## config.mk

```make
export PLATFORM = sky130hd
export DESIGN_NAME = audio_level_bar_meter
export DESIGN_NICKNAME = d
export VERILOG_FILES = /design/src/rtl/albm_pkg.sv /design/src/rtl/albm_ctrl.sv /design/src/rtl/albm_dp.sv /design/src/rtl/audio_level_bar_meter.sv
export SDC_FILE = /design/constraint.sdc
export NUM_CORES = 1
export LEC_CHECK = 0
export BUFFER_PORTS_ARGS = -buffer_cell sky130_fd_sc_hd__buf_2
export CORE_UTILIZATION = 58
export DETAILED_ROUTE_END_ITERATION = 16
export GPL_TIMING_DRIVEN = 0
export PLACE_DENSITY = 0.77
export SLEW_MARGIN = 30
export SYNTH_ARGS = -nofsm -noshare
export SYNTH_HDL_FRONTEND = slang
export SYNTH_HIERARCHICAL = 1
export SYNTH_SLANG_ARGS = --single-unit
```

## constraint.sdc

```tcl
create_clock -name clk_i -period 6.9 [get_ports clk_i]
set_clock_uncertainty 0.15 [all_clocks]
set_input_delay 1.38 -clock clk_i [delete_from_list [all_inputs] [get_ports clk_i]]
set_output_delay 1.38 -clock clk_i [all_outputs]
set_load 0.01 [all_outputs]
```

## src/rtl/albm_pkg.sv

```systemverilog
// shared types and constants of the audio level bar meter
package albm_pkg;

  localparam int unsigned VolW      = 12;
  localparam int unsigned BrightW   = 9;
  localparam int unsigned LevelW    = 14;
  localparam int unsigned OutIdxW   = 6;
  localparam int unsigned ChanW     = 8;

  localparam logic [VolW-1:0]    NoiseFloorReset = 12'd400;
  localparam logic [VolW-1:0]    MaxVolumeReset  = 12'd2500;
  localparam logic [BrightW-1:0] BrightReset     = 9'd256;

  localparam logic [OutIdxW-1:0] GreenEnd   = 6'd20;
  localparam logic [OutIdxW-1:0] YellowEnd  = 6'd40;
  localparam logic [6:0]         BaseLevel  = 7'd100;
  localparam logic [LevelW-1:0]  DecayStep  = 14'd512;

  // floor(x/5) == (x*52429)>>18 for every x below 2^18
  localparam logic [15:0]        Recip5      = 16'd52429;
  localparam int unsigned        Recip5Shift = 18;

  typedef enum logic [1:0] {
    CFG_NOISE_FLOOR = 2'd0,
    CFG_MAX_VOLUME  = 2'd1,
    CFG_BRIGHTNESS  = 2'd2
  } cfg_reg_e;

  typedef enum logic [2:0] {
    ST_IDLE,
    ST_DIV,
    ST_SUM,
    ST_UPD,
    ST_EMIT
  } state_e;

  typedef struct packed {
    logic load;
    logic div_step;
    logic sum;
    logic upd;
    logic led_next;
  } albm_cmd_t;

  typedef struct packed {
    logic div_last;
    logic led_last;
  } albm_status_t;

endpackage

```

## src/rtl/albm_ctrl.sv

```systemverilog
// sequencing state machine of the bar meter
module albm_ctrl
  import albm_pkg::*;
(
  input  logic         clk_i,
  input  logic         rst_ni,
  input  logic         in_valid_i,
  output logic         in_ready_o,
  output logic         out_valid_o,
  input  logic         out_ready_i,
  input  albm_status_t status_i,
  output albm_cmd_t    cmd_o
);

  state_e state_q, state_d;

  always_ff @(posedge clk_i or negedge rst_ni) begin
    if (!rst_ni) begin
      state_q <= ST_IDLE;
    end else begin
      state_q <= state_d;
    end
  end

  always_comb begin
    state_d = state_q;
    unique case (state_q)
      ST_IDLE: if (in_valid_i) state_d = ST_DIV;
      ST_DIV:  if (status_i.div_last) state_d = ST_SUM;
      ST_SUM:  state_d = ST_UPD;
      ST_UPD:  state_d = ST_EMIT;
      ST_EMIT: if (out_ready_i && status_i.led_last) state_d = ST_IDLE;
      default: state_d = ST_IDLE;
    endcase
  end

  always_comb begin
    in_ready_o   = (state_q == ST_IDLE);
    out_valid_o  = (state_q == ST_EMIT);
    cmd_o.load     = (state_q == ST_IDLE) && in_valid_i;
    cmd_o.div_step = (state_q == ST_DIV);
    cmd_o.sum      = (state_q == ST_SUM);
    cmd_o.upd      = (state_q == ST_UPD);
    cmd_o.led_next = (state_q == ST_EMIT) && out_ready_i;
  end

endmodule

```

## src/rtl/albm_dp.sv

```systemverilog
// target divider, level smoothing and led colour datapath
module albm_dp
  import albm_pkg::*;
#(
  parameter int unsigned NUM_LEDS = 60
) (
  input  logic               clk_i,
  input  logic               rst_ni,
  input  logic [VolW-1:0]    noise_floor_i,
  input  logic [VolW-1:0]    max_volume_i,
  input  logic [BrightW-1:0] brightness_i,
  input  logic [VolW-1:0]    volume_i,
  input  albm_cmd_t          cmd_i,
  output albm_status_t       status_o,
  output logic [OutIdxW-1:0] led_index_o,
  output logic [ChanW-1:0]   red_o,
  output logic [ChanW-1:0]   green_o,
  output logic [ChanW-1:0]   blue_o,
  output logic [OutIdxW-1:0] bar_length_o,
  output logic               last_led_o
);

  localparam int unsigned TgtW  = $clog2(NUM_LEDS + 1);
  localparam int unsigned NumW  = VolW + TgtW;
  localparam int unsigned StepW = $clog2(NumW);
  localparam int unsigned LedW  = $clog2(NUM_LEDS);
  localparam int unsigned T256W = TgtW + 8;
  localparam int unsigned SumW  = ((T256W + 2 > LevelW) ? T256W + 2 : LevelW) + 1;
  localparam int unsigned PrW   = SumW + 18;

  logic [NumW-1:0]   quo_q;
  logic [VolW-1:0]   rem_q;
  logic [VolW-1:0]   den_q;
  logic [StepW-1:0]  step_q;
  logic              zero_q;
  logic              rise_q;
  logic [SumW-1:0]   sum_q;
  logic [LevelW-1:0] level_q;
  logic [LedW-1:0]   led_q;

  logic [VolW-1:0]   vmin;
  logic [VolW:0]     trial;
  logic              ge;
  logic [TgtW-1:0]   tgt;
  logic [T256W-1:0]  t256;
  logic [PrW-1:0]    prod;
  logic [LevelW-1:0] decayed;
  logic [OutIdxW-1:0] led_ext;
  logic [15:0]       lvl_prod;
  logic [ChanW-1:0]  on_val;
  logic              lit;

  assign vmin  = (volume_i > max_volume_i) ? max_volume_i : volume_i;
  assign trial = {rem_q, quo_q[NumW-1]};
  assign ge    = (trial >= {1'b0, den_q});
  assign tgt   = zero_q ? '0 : quo_q[TgtW-1:0];
  assign t256  = {tgt, 8'd0};
  assign prod  = PrW'(sum_q) * PrW'(Recip5);
  assign decayed = (level_q > DecayStep) ? (level_q - DecayStep) : '0;

  // control counters and smoothed level register
  always_ff @(posedge clk_i or negedge rst_ni) begin
    if (!rst_ni) begin
      step_q  <= '0;
      led_q   <= '0;
      level_q <= '0;
    end else begin
      if (cmd_i.load) begin
        step_q <= '0;
      end else if (cmd_i.div_step) begin
        step_q <= step_q + 1'b1;
      end
      if (cmd_i.upd) begin
        led_q   <= '0;
        level_q <= rise_q ? prod[Recip5Shift +: LevelW] : decayed;
      end else if (cmd_i.led_next) begin
        led_q <= led_q + 1'b1;
      end
    end
  end

  // restoring division, one quotient bit per cycle, and smoothing sum
  always_ff @(posedge clk_i) begin
    if (cmd_i.load) begin
      zero_q <= (volume_i <= noise_floor_i) || (max_volume_i <= noise_floor_i);
      quo_q  <= NumW'(vmin - noise_floor_i) * NumW'(NUM_LEDS);
      rem_q  <= '0;
      den_q  <= max_volume_i - noise_floor_i;
    end else if (cmd_i.div_step) begin
      rem_q <= ge ? VolW'(trial - {1'b0, den_q}) : trial[VolW-1:0];
      quo_q <= {quo_q[NumW-2:0], ge};
    end
    if (cmd_i.sum) begin
      rise_q <= SumW'(t256) > SumW'(level_q);
      sum_q  <= SumW'(level_q) + (SumW'(t256) << 2);
    end
  end

  assign status_o.div_last = (step_q == StepW'(NumW - 1));
  assign status_o.led_last = (led_q == LedW'(NUM_LEDS - 1));

  assign led_ext  = OutIdxW'(led_q);
  assign lvl_prod = 16'(BaseLevel) * 16'(brightness_i);
  assign on_val   = lvl_prod[15:8];
  assign lit      = led_ext < level_q[LevelW-1:8];

  always_comb begin
    red_o   = '0;
    green_o = '0;
    if (lit) begin
      if (led_ext < GreenEnd) begin
        green_o = on_val;
      end else if (led_ext < YellowEnd) begin
        red_o   = on_val;
        green_o = on_val;
      end else begin
        red_o   = on_val;
      end
    end
  end

  assign blue_o       = '0;
  assign led_index_o  = led_ext;
  assign bar_length_o = level_q[LevelW-1:8];
  assign last_led_o   = status_o.led_last;

endmodule

```

## src/rtl/audio_level_bar_meter.sv

```systemverilog
// audio level bar meter: config registers, controller and datapath
// sequence: a taken volume item runs through the divider and the sum and update states
//   before led items leave; no new volume item is taken until the last led item is taken
// rates: the divider makes one quotient bit per cycle, and led items leave one per cycle
//   while out_ready_i is high
// reset: noise floor 400, max volume 2500, brightness 256, smoothed level 0
module audio_level_bar_meter
  import albm_pkg::*;
#(
  parameter int unsigned NUM_LEDS = 60
) (
  input  logic               clk_i,
  input  logic               rst_ni,
  input  logic               cfg_valid_i,
  output logic               cfg_ready_o,
  input  logic [1:0]         cfg_index_i,
  input  logic [VolW-1:0]    cfg_data_i,
  input  logic               in_valid_i,
  output logic               in_ready_o,
  input  logic [VolW-1:0]    volume_i,
  output logic               out_valid_o,
  input  logic               out_ready_i,
  output logic [OutIdxW-1:0] led_index_o,
  output logic [ChanW-1:0]   red_o,
  output logic [ChanW-1:0]   green_o,
  output logic [ChanW-1:0]   blue_o,
  output logic [OutIdxW-1:0] bar_length_o,
  output logic               last_led_o
);

  logic [VolW-1:0]    noise_floor_q;
  logic [VolW-1:0]    max_volume_q;
  logic [BrightW-1:0] brightness_q;
  albm_cmd_t          cmd;
  albm_status_t       status;

  assign cfg_ready_o = 1'b1;

  always_ff @(posedge clk_i or negedge rst_ni) begin
    if (!rst_ni) begin
      noise_floor_q <= NoiseFloorReset;
      max_volume_q  <= MaxVolumeReset;
      brightness_q  <= BrightReset;
    end else if (cfg_valid_i) begin
      unique case (cfg_index_i)
        CFG_NOISE_FLOOR: noise_floor_q <= cfg_data_i;
        CFG_MAX_VOLUME:  max_volume_q  <= cfg_data_i;
        CFG_BRIGHTNESS:  brightness_q  <= cfg_data_i[BrightW-1:0];
        default: ;
      endcase
    end
  end

  albm_ctrl u_ctrl (
    .clk_i       (clk_i),
    .rst_ni      (rst_ni),
    .in_valid_i  (in_valid_i),
    .in_ready_o  (in_ready_o),
    .out_valid_o (out_valid_o),
    .out_ready_i (out_ready_i),
    .status_i    (status),
    .cmd_o       (cmd)
  );

  albm_dp #(
    .NUM_LEDS (NUM_LEDS)
  ) u_dp (
    .clk_i         (clk_i),
    .rst_ni        (rst_ni),
    .noise_floor_i (noise_floor_q),
    .max_volume_i  (max_volume_q),
    .brightness_i  (brightness_q),
    .volume_i      (volume_i),
    .cmd_i         (cmd),
    .status_o      (status),
    .led_index_o   (led_index_o),
    .red_o         (red_o),
    .green_o       (green_o),
    .blue_o        (blue_o),
    .bar_length_o  (bar_length_o),
    .last_led_o    (last_led_o)
  );

  // input and output sides are never open together
  a_excl: assert property (@(posedge clk_i) disable iff (!rst_ni)
    !(in_ready_o && out_valid_o))
    else $error("input ready while led items pending");

  // a taken volume item closes the input side
  a_busy: assert property (@(posedge clk_i) disable iff (!rst_ni)
    (in_valid_i && in_ready_o) |=> !in_ready_o)
    else $error("input reopened right after accept");

  // the final led item frees the block
  a_done: assert property (@(posedge clk_i) disable iff (!rst_ni)
    (out_valid_o && out_ready_i && last_led_o) |=> in_ready_o)
    else $error("block not idle after final led item");

  // led items walk the strip in order without gaps
  a_walk: assert property (@(posedge clk_i) disable iff (!rst_ni)
    (out_valid_o && out_ready_i && !last_led_o) |=>
      (out_valid_o && (led_index_o == $past(led_index_o) + 6'd1)))
    else $error("led index sequence broken");

endmodule
```

==> results.md, run 1 <==
Outcome:
- The flow ran to the end, but the final reports show violations.
- The checks that failed: setup timing.

Synth:
- The Yosys warning count is 6.
- The share of synthesized area in the top cell type comes to 0.223.
- The synthesized design spends more area on one cell type than any other, namely sky130_fd_sc_hd__ha_1.
- The share of synthesized registers carrying an async set or reset is 0.500.
- The synthesized design contains 47 enable-type register cells.
- In this run, distinct cell masters in the synthesized netlist total 81.
- Among all flip-flop cells after synthesis, the most frequent one is sky130_fd_sc_hd__dfrtp_1.
- Synthesis produced 1473 cells.
- Sorting the synthesized cells by area gives the leading types as sky130_fd_sc_hd__ha_1 22%, sky130_fd_sc_hd__fa_1 15%, sky130_fd_sc_hd__edfxtp_1 9.9%, sky130_fd_sc_hd__dfrtp_1 9.1%, sky130_fd_sc_hd__inv_1 6.6%.
- The netlist area before placement is 14300 µm².
- The average instance in the mapped netlist occupies 9.72 µm².
- The count of state elements after synthesis is 122.
- The sequential cell area fraction in the yosys report is 0.226.

Global route:
- The via count of the first global-routing pass was 11100.
- The number of antenna violations at the first check in global routing was 0.
- The sum of overflow across all layers after global routing is 0.
- In the global route stage, overall resource usage came out at 0.268.
- Entering global routing, the biggest net connects 62 pins.
- The first global-routing pass estimated 54300 µm of wire.

Clock network:
- The number of buffers added to fix hold violations after cts is 0.
- The CTS tree is built.
- The CTS buffer count is 17.
- Clock tree synthesis selected as its root buffer the cell sky130_fd_sc_hd__clkbuf_16.
- The number of clock sinks seen by CTS is 122.
- The clock transition at the register clock pins on the worst setup and hold paths after CTS is 60 ps.
- The clock passes through at most 2 buffers.
- Clock latency on the worst-skew pair, taken at its later pin, is 420 ps.
- CTS built an H-tree with a depth of 4.

Floorplanning:
- The height of the die is 159 µm.
- From left edge to right edge, the die measures 159 µm.
- The count of boundary I/O pins is 71.
- After floorplanning, the core was divided into 57 placement rows.
- The effective utilization at floorplan is 0.590.
- The die covers 25300 µm².
- The floorplan step defined a core boundary enclosing 24200 µm².

Final layout:
- The layout overhead on the synthesized area is 14.9%.
- The repair_antennas step left the layout with diodes totalling 0.
- The fill cell total of the finished layout is 1765.
- The fraction of layout instances using a drive strength above 1 is 0.173.
- The final-stage net count is 1993.

Detailed routing:
- The average detailed-routed wire length per instance is 17.5 µm.
- The number of vias per cell after detailed routing is 5.69.
- The total via count after detailed routing is 11000.
- The detailed-router iteration count before antenna repair is 5.
- Once detail routing completed, the nets flagged for antenna violations numbered 0.
- The count of routing violations after the opening detailed-route iteration is 632.
- For this run, design rule violations remaining after detail routing come to 0.
- The total detailed-routing wirelength is 33800 µm.

Timing:
- The number of pins with negative max-slew slack in the final report is 0.
- The total negative slack is -1330 ps.
- The count of final hold-check violations is 0.
- The slew of the pin with the lowest slew margin is 981 ps.
- Based on the critical path, the design can be clocked at up to 137 MHz.
- The share of the clock period used by the worst path is 1.06.
- The worst pin sits at a relative slew slack of 0.340.
- Setup violations remaining at the end of the flow were counted as 5.
- The worst path in the final design needs a cycle of 7310 ps, including I/O delays and setup.
- Setup repair after global routing could not meet its margin everywhere.
- The smallest setup slack after layout is -414 ps.

Setup path:
- The worst setup path is captured at a register.
- The worst register-to-register path ends at u_dp/quo_q[17].
- At the worst endpoint, the required time is 6910 ps.
- The kind of critical path is primary input to register.
- The source of the critical timing path is volume_i[5].
- In this run the worst setup path terminates at u_dp/quo_q[17].
- In this design, the stage delay of the slowest critical-path cell is 580 ps.
- The worst setup path is launched from a primary input.
- The startpoint of the worst-slack reg-to-reg timing path is max_volume_q[5].
- The slowest cell on the critical path is sky130_fd_sc_hd__fa_1.
- The cell depth of the worst flop-to-flop path is 31.
- In this run the worst path has a maximum fanout of 7.
- The setup check on the worst reg-to-reg path leaves a slack of -10 ps.
- Counting stages on the worst path, the most repeated cell is sky130_fd_sc_hd__ha_4.
- At the worst endpoint, the arrival time is 7330 ps.

Placed design:
- The detailed placement HPWL is 26400 µm.
- The routability-driven placement congestion ratio is 0.944.
- The number of port buffers is 61.
- OpenSTA, run right after detailed placement, puts the worst setup slack at -823 ps.

Job:
- The number of max-cap violations is 0.

Hold path:
- The startpoint identified for the worst hold timing path is u_dp/level_q[6].
- The worst hold path belongs to the class register to register.
metrics by stage:
stage               instances  hold WS (ps)   util  instance area [µm²]
floorplan                1480           297      -                14500
global placement         1865           312  0.628                15200
detailed placement       1867           311  0.629                15300
CTS                      1922           327  0.667                16200
global route             1935           339  0.679                16500
finish                   1935           328  0.679                16500
worst min path at each step:
stage          cells after the start  slack (ps)             to
6_report                           0         330  u_dp/sum_q[6]
2_1_floorplan                      0         300  u_dp/sum_q[2]
3_5_place_dp                       0         310  u_dp/sum_q[6]
5_1_grt                            0         340  u_dp/sum_q[6]
4_1_cts                            0         330  u_dp/sum_q[6]
3_3_place_gp                       0         310  u_dp/sum_q[6]
timing repair:
action,4_1_cts,5_1_grt
setup buffers,25,13
cloned,0,0
endpoints found under the setup margin,6,7
pin swaps,33,34
resized for setup,34,34
hold endpoints to repair,0,0
flip-flops by register name, summed over array words and instances, names as in the netlist:
register and cells:
u_ctrl/state_q 3, u_dp/led_index_o 6, u_dp/den_q 12, brightness_q 9, u_dp/step_q 5, u_dp/rise_q 1, u_dp/level_q 14, u_dp/zero_q 1
u_dp/rem_q 12, max_volume_q 12, u_dp/sum_q 17, noise_floor_q 12, u_dp/quo_q 18
cell families (layout without fill, tap and decap cells):
family | count (synthesis) | after routing | synth area share
adder cells (fa/ha/maj) | 367 | 367 | 0.377
AND/OR/NAND/NOR | 296 | 296 | 0.105
buffers and inverters | 293 | 424 | 0.0822
AO/OA/AOI/OAI | 265 | 265 | 0.122
flip-flops | 122 | 122 | 0.226
XOR/XNOR | 75 | 75 | 0.0469
multiplexers | 53 | 53 | 0.0409
other | 2 | 9 | 0.000525
cell usage in the layout, fill, tap and decap left out, types with 17 or more instances in the layout:
master,count
sky130_fd_sc_hd__o21ai_0,53
sky130_fd_sc_hd__nand2b_1,17
sky130_fd_sc_hd__xor2_1,24
sky130_fd_sc_hd__clkbuf_1,20
sky130_fd_sc_hd__edfxtp_1,47
sky130_fd_sc_hd__mux2_2,40
sky130_fd_sc_hd__a21o_1,29
sky130_fd_sc_hd__xnor2_1,40
sky130_fd_sc_hd__buf_2,58
sky130_fd_sc_hd__fa_1,108
sky130_fd_sc_hd__buf_4,50
sky130_fd_sc_hd__nand4_1,22
sky130_fd_sc_hd__nor2_1,80
sky130_fd_sc_hd__nor2b_1,23
sky130_fd_sc_hd__nor3_1,21
sky130_fd_sc_hd__a21oi_1,55
sky130_fd_sc_hd__nand3_1,18
sky130_fd_sc_hd__inv_1,247
sky130_fd_sc_hd__dfrtp_1,52
sky130_fd_sc_hd__clkbuf_16,19
sky130_fd_sc_hd__ha_1,238
sky130_fd_sc_hd__nand2_1,61
sky130_fd_sc_hd__o21a_1,17
layout make-up:
class                           instances  area, µm²  area share
Buffer                                 40        236      0.0144
Clock buffer                           21        483      0.0294
Clock inverter                         11       83.8     0.00509
Inverter                              253        950      0.0577
Multi-Input combinational cell       1065      10400       0.633
Sequential cell                       122       3230       0.196
Tap cell                              324        405      0.0246
Timing Repair Buffer                   99        646      0.0392
worst max-delay path: cells and delay by family:
family	cells	cell delay, ps
muxes	1	130
buffers and inverters	3	400
AOI/OAI and AO/OA	12	2380
adders and majority gates	6	1800
xor gates and xnor gates	1	160
and+or+nand+nor	8	1070
synthesized netlist by cell type, types with 6 or more instances:
cell	instances
sky130_fd_sc_hd__a211oi_1	16
sky130_fd_sc_hd__a21o_1	29
sky130_fd_sc_hd__a21oi_1	63
sky130_fd_sc_hd__a31oi_1	6
sky130_fd_sc_hd__and2_1	7
sky130_fd_sc_hd__and3_1	6
sky130_fd_sc_hd__buf_4	18
sky130_fd_sc_hd__clkbuf_1	19
sky130_fd_sc_hd__dfrtp_1	52
sky130_fd_sc_hd__dfstp_2	9
sky130_fd_sc_hd__dfxtp_1	14
sky130_fd_sc_hd__edfxtp_1	47
sky130_fd_sc_hd__fa_1	109
sky130_fd_sc_hd__ha_1	255
sky130_fd_sc_hd__inv_1	251
sky130_fd_sc_hd__mux2_2	40
sky130_fd_sc_hd__mux2i_1	9
sky130_fd_sc_hd__nand2_1	63
sky130_fd_sc_hd__nand2b_1	17
sky130_fd_sc_hd__nand3_1	18
sky130_fd_sc_hd__nand4_1	22
sky130_fd_sc_hd__nor2_1	83
sky130_fd_sc_hd__nor2b_1	25
sky130_fd_sc_hd__nor3_1	24
sky130_fd_sc_hd__nor4_1	6
sky130_fd_sc_hd__o211ai_1	6
sky130_fd_sc_hd__o21a_1	17
sky130_fd_sc_hd__o21ai_0	59
sky130_fd_sc_hd__o21ai_1	8
sky130_fd_sc_hd__o21bai_1	7
sky130_fd_sc_hd__o31ai_1	6
sky130_fd_sc_hd__xnor2_1	46
sky130_fd_sc_hd__xor2_1	27
routing by layer:
layer  vias to the layer above  GRT usage  wire length [µm]
met5                         -          0                 0
met4                         0     0.0712               762
met3                        59     0.0427              1660
met2                       305      0.453             16400
met1                      5364      0.359             15000
li1                       5277          -                 -
Power of run 1 is left out: the tool's default activity adds up to more than one toggle a clock period on the data nets, which glitch-free logic cannot reach.
==> inputs of run 2 (changes only) <==
- PLACE_DENSITY: 0.77 -> 0.74
- clock period: 6.9 -> 6.85 ns (I/O delays scaled with it)
==> results.md, run 2 (synthesis gave the netlist of run 1 again) <==
Outcome:
- The run finished, with violations left.
- The checks that failed: setup timing.

Setup path:
- The required time of the critical path was 6970 ps (+60 ps).
- The worst setup slack for register-to-register paths is 280 ps (+290 ps).
- The kind of critical path is primary input to register.
- The cell occurring most often along the worst timing path is sky130_fd_sc_hd__ha_4.
- The maximum fanout along the worst path came to 6 (-1).
- Among all stages on the critical path, the largest delay is contributed by sky130_fd_sc_hd__fa_1.
- The maximum single-stage delay on the critical path is 490 ps (-90 ps).
- The kind of end point of the critical path is a register.
- The arrival time reported for the critical path endpoint is 7170 ps (-160 ps).
- The cell depth of the worst flop-to-flop path came to 32 (+3.2%).
- STA classifies the critical path startpoint as a primary input.

Final layout:
- The fill cell total of the finished layout was 1838 (+4.1%).
- The non-filler instance count after layout is 1933 (-0.10%).
- The core utilization of the finished layout was 0.677 (-0.00165).
- The largest registers in the layout are u_dp/quo_q (18), u_dp/sum_q (17), u_dp/level_q (14).
- The final-stage net count is 1991 (-0.10%).
- The antenna cell count is 0 (unchanged).
- The most frequent standard cell in the layout excluding fill and tap cells is sky130_fd_sc_hd__inv_1.
- The layout overhead on the synthesized area is 14.7%.
- Ranked by flip-flop count, first place goes to u_dp/quo_q.
- In the layout the commonest cells are 244 x sky130_fd_sc_hd__inv_1, 237 x sky130_fd_sc_hd__ha_1, 108 x sky130_fd_sc_hd__fa_1.
- The flip-flop count of the largest register, all copies and words added came to 18 (unchanged).
- The fraction of layout instances using a drive strength above 1 is 0.179 (+0.00581).

Timing:
- The share of the clock period used by the worst path is 1.03.
- The slew of the pin with the lowest slew margin is 886 ps (-94.9 ps).
- The maximum achievable frequency is 142 MHz.
- The post-route minimum period is 7050 ps.
- The count of final hold-check violations is 0 (unchanged).
- The total negative slack was -275 ps (+1050 ps).
- The final-layout worst hold slack was 331 ps (+2.97 ps).
- The smallest setup slack after layout is -195 ps (+219 ps).
- The final count of negative-setup-slack endpoints is 4 (-1).
- The tightest slew margin relative to the limit came to 0.408 (+0.0676).
- The number of pins with negative max-slew slack in the final report is 0 (unchanged).
- Setup repair after global routing could not meet its margin everywhere.

Detailed routing:
- The count of routing violations after the opening detailed-route iteration was 611 (-3.3%).
- The total detailed-routing wirelength is 33200 µm (-1.8%).
- The detailed-router iteration count before antenna repair is 7 (+2).
- The post-detailed-route DRC marker count is 0 (unchanged).
- The post-detailed-route count of antenna-violating nets was 0 (unchanged).
- The number of vias per cell after detailed routing came to 5.61 (-1.4%).
- The average detailed-routed wire length per instance is 17.2 µm (-1.7%).
- The total via count after detailed routing was 10800 (-1.5%).

Clock network:
- The H-tree level count is 4 (unchanged).
- The root buffer cell chosen for the clock tree is sky130_fd_sc_hd__clkbuf_16.
- The worst-skew pair later-pin latency was 430 ps (about the same).
- The maximum buffer depth of the clock tree is 2 (unchanged).
- The number of clock sinks seen by CTS is 122 (unchanged).
- The number of buffers added to fix hold violations after cts is 0 (unchanged).
- The clock transition at the register clock pins on the worst setup and hold paths after CTS came to 50 ps (about the same).
- The CTS tree is built.
- The CTS buffer count is 17 (unchanged).

Placed design:
- The number of cells in the design after placement was 1866 (-0.054%).
- The routability-driven placement congestion ratio is 0.947 (+0.31%).
- The detailed placement HPWL is 26100 µm (-1.2%).
- The number of port buffers is 61 (unchanged).

Global route:
- The pin count of the biggest net entering global routing came to 62 (unchanged).
- The met3 usage is 0.0352 (-0.00755).
- The wire length of the first global-routing pass came to 55200 µm (+1.6%).
- The global routing stage identified its most utilized layer as met2.
- The via count of the first global-routing pass is 11100 (+0.21%).
- The met2 track demand over resource in global routing is 0.458 (+0.00518).
- The sum of overflow across all layers after global routing came to 0 (unchanged).
- The met1 track demand over resource in global routing is 0.373 (+0.0145).
- The number of antenna violations at the first check in global routing is 0 (unchanged).
- The overall routing resource usage is 0.272 (+0.00351).

Floorplanning:
- The die footprint is 25300 µm² (unchanged).
- The floorplan die width is 159 µm (unchanged).
- The area of the core region is 24200 µm² (unchanged).
- The count of boundary I/O pins is 71 (unchanged).
- The placement row count came to 57 (unchanged).
- The effective utilization at floorplan was 0.590 (unchanged).
- The height of the die is 159 µm (unchanged).

Hold path:
- The hold-critical path depth is 0 (unchanged).
- The tightest min-delay check is of the register to register type.

Job:
- The number of max-cap violations came to 0 (unchanged).
==> run 2: layout make-up <==
cell class,count,area (µm²),share of cell area
multi-input combinational,1065,10400,0.634
sequential,122,3230,0.197
inverter,253,950,0.0579
timing repair buffer,97,608,0.0370
clock buffer,21,503,0.0306
tap,324,405,0.0247
buffer,40,236,0.0144
clock inverter,11,81.3,0.00495
==> run 2: timing repair <==
item / in CTS / in global routing
gates resized for setup: 27 / 42
pin swaps: 31 / 33
setup buffers: 18 / 17
endpoints found under the setup margin: 6 / 7
==> run 2: worst max-delay path: cells and delay by family <==
kind / cells / cell delay (ps)
and+or+nand+nor: 10 / 1070
muxes: 1 / 120
AOI/OAI and AO/OA: 11 / 2180
buffers and inverters: 3 / 440
adders and majority gates: 6 / 1820
xor gates and xnor gates: 1 / 150
==> run 2: worst paths after layout <==
| path | startpoint | to |
|---|---|---|
| max | volume_i[1] | u_dp/quo_q[17] |
| min in group asynchronous | rst_ni | noise_floor_q[11] |
| max in group asynchronous | rst_ni | u_dp/step_q[0] |
| min reg2reg | u_dp/level_q[0] | u_dp/sum_q[0] |
| max reg2reg | max_volume_q[1] | u_dp/quo_q[17] |
| min | u_dp/level_q[0] | u_dp/sum_q[0] |
==> run 2: through the flow <==
step / worst slack (ps) / instance area [µm²]
3_3_place_gp: -770 / 15200
5_1_grt: -429 / 16400
4_1_cts: -174 / 16100
3_5_place_dp: -816 / 15300
2_1_floorplan: -155 / 14500
6_report: -195 / 16400
==> run 2: per-layer routing <==
layer	share of wire	wire [µm]	up-vias
met5	0	0	-
met4	0.015	489	0
met3	0.049	1620	46
met2	0.48	15800	295
met1	0.46	15300	5252
li1	-	-	5250
Power of run 2 is left out for the same reason.
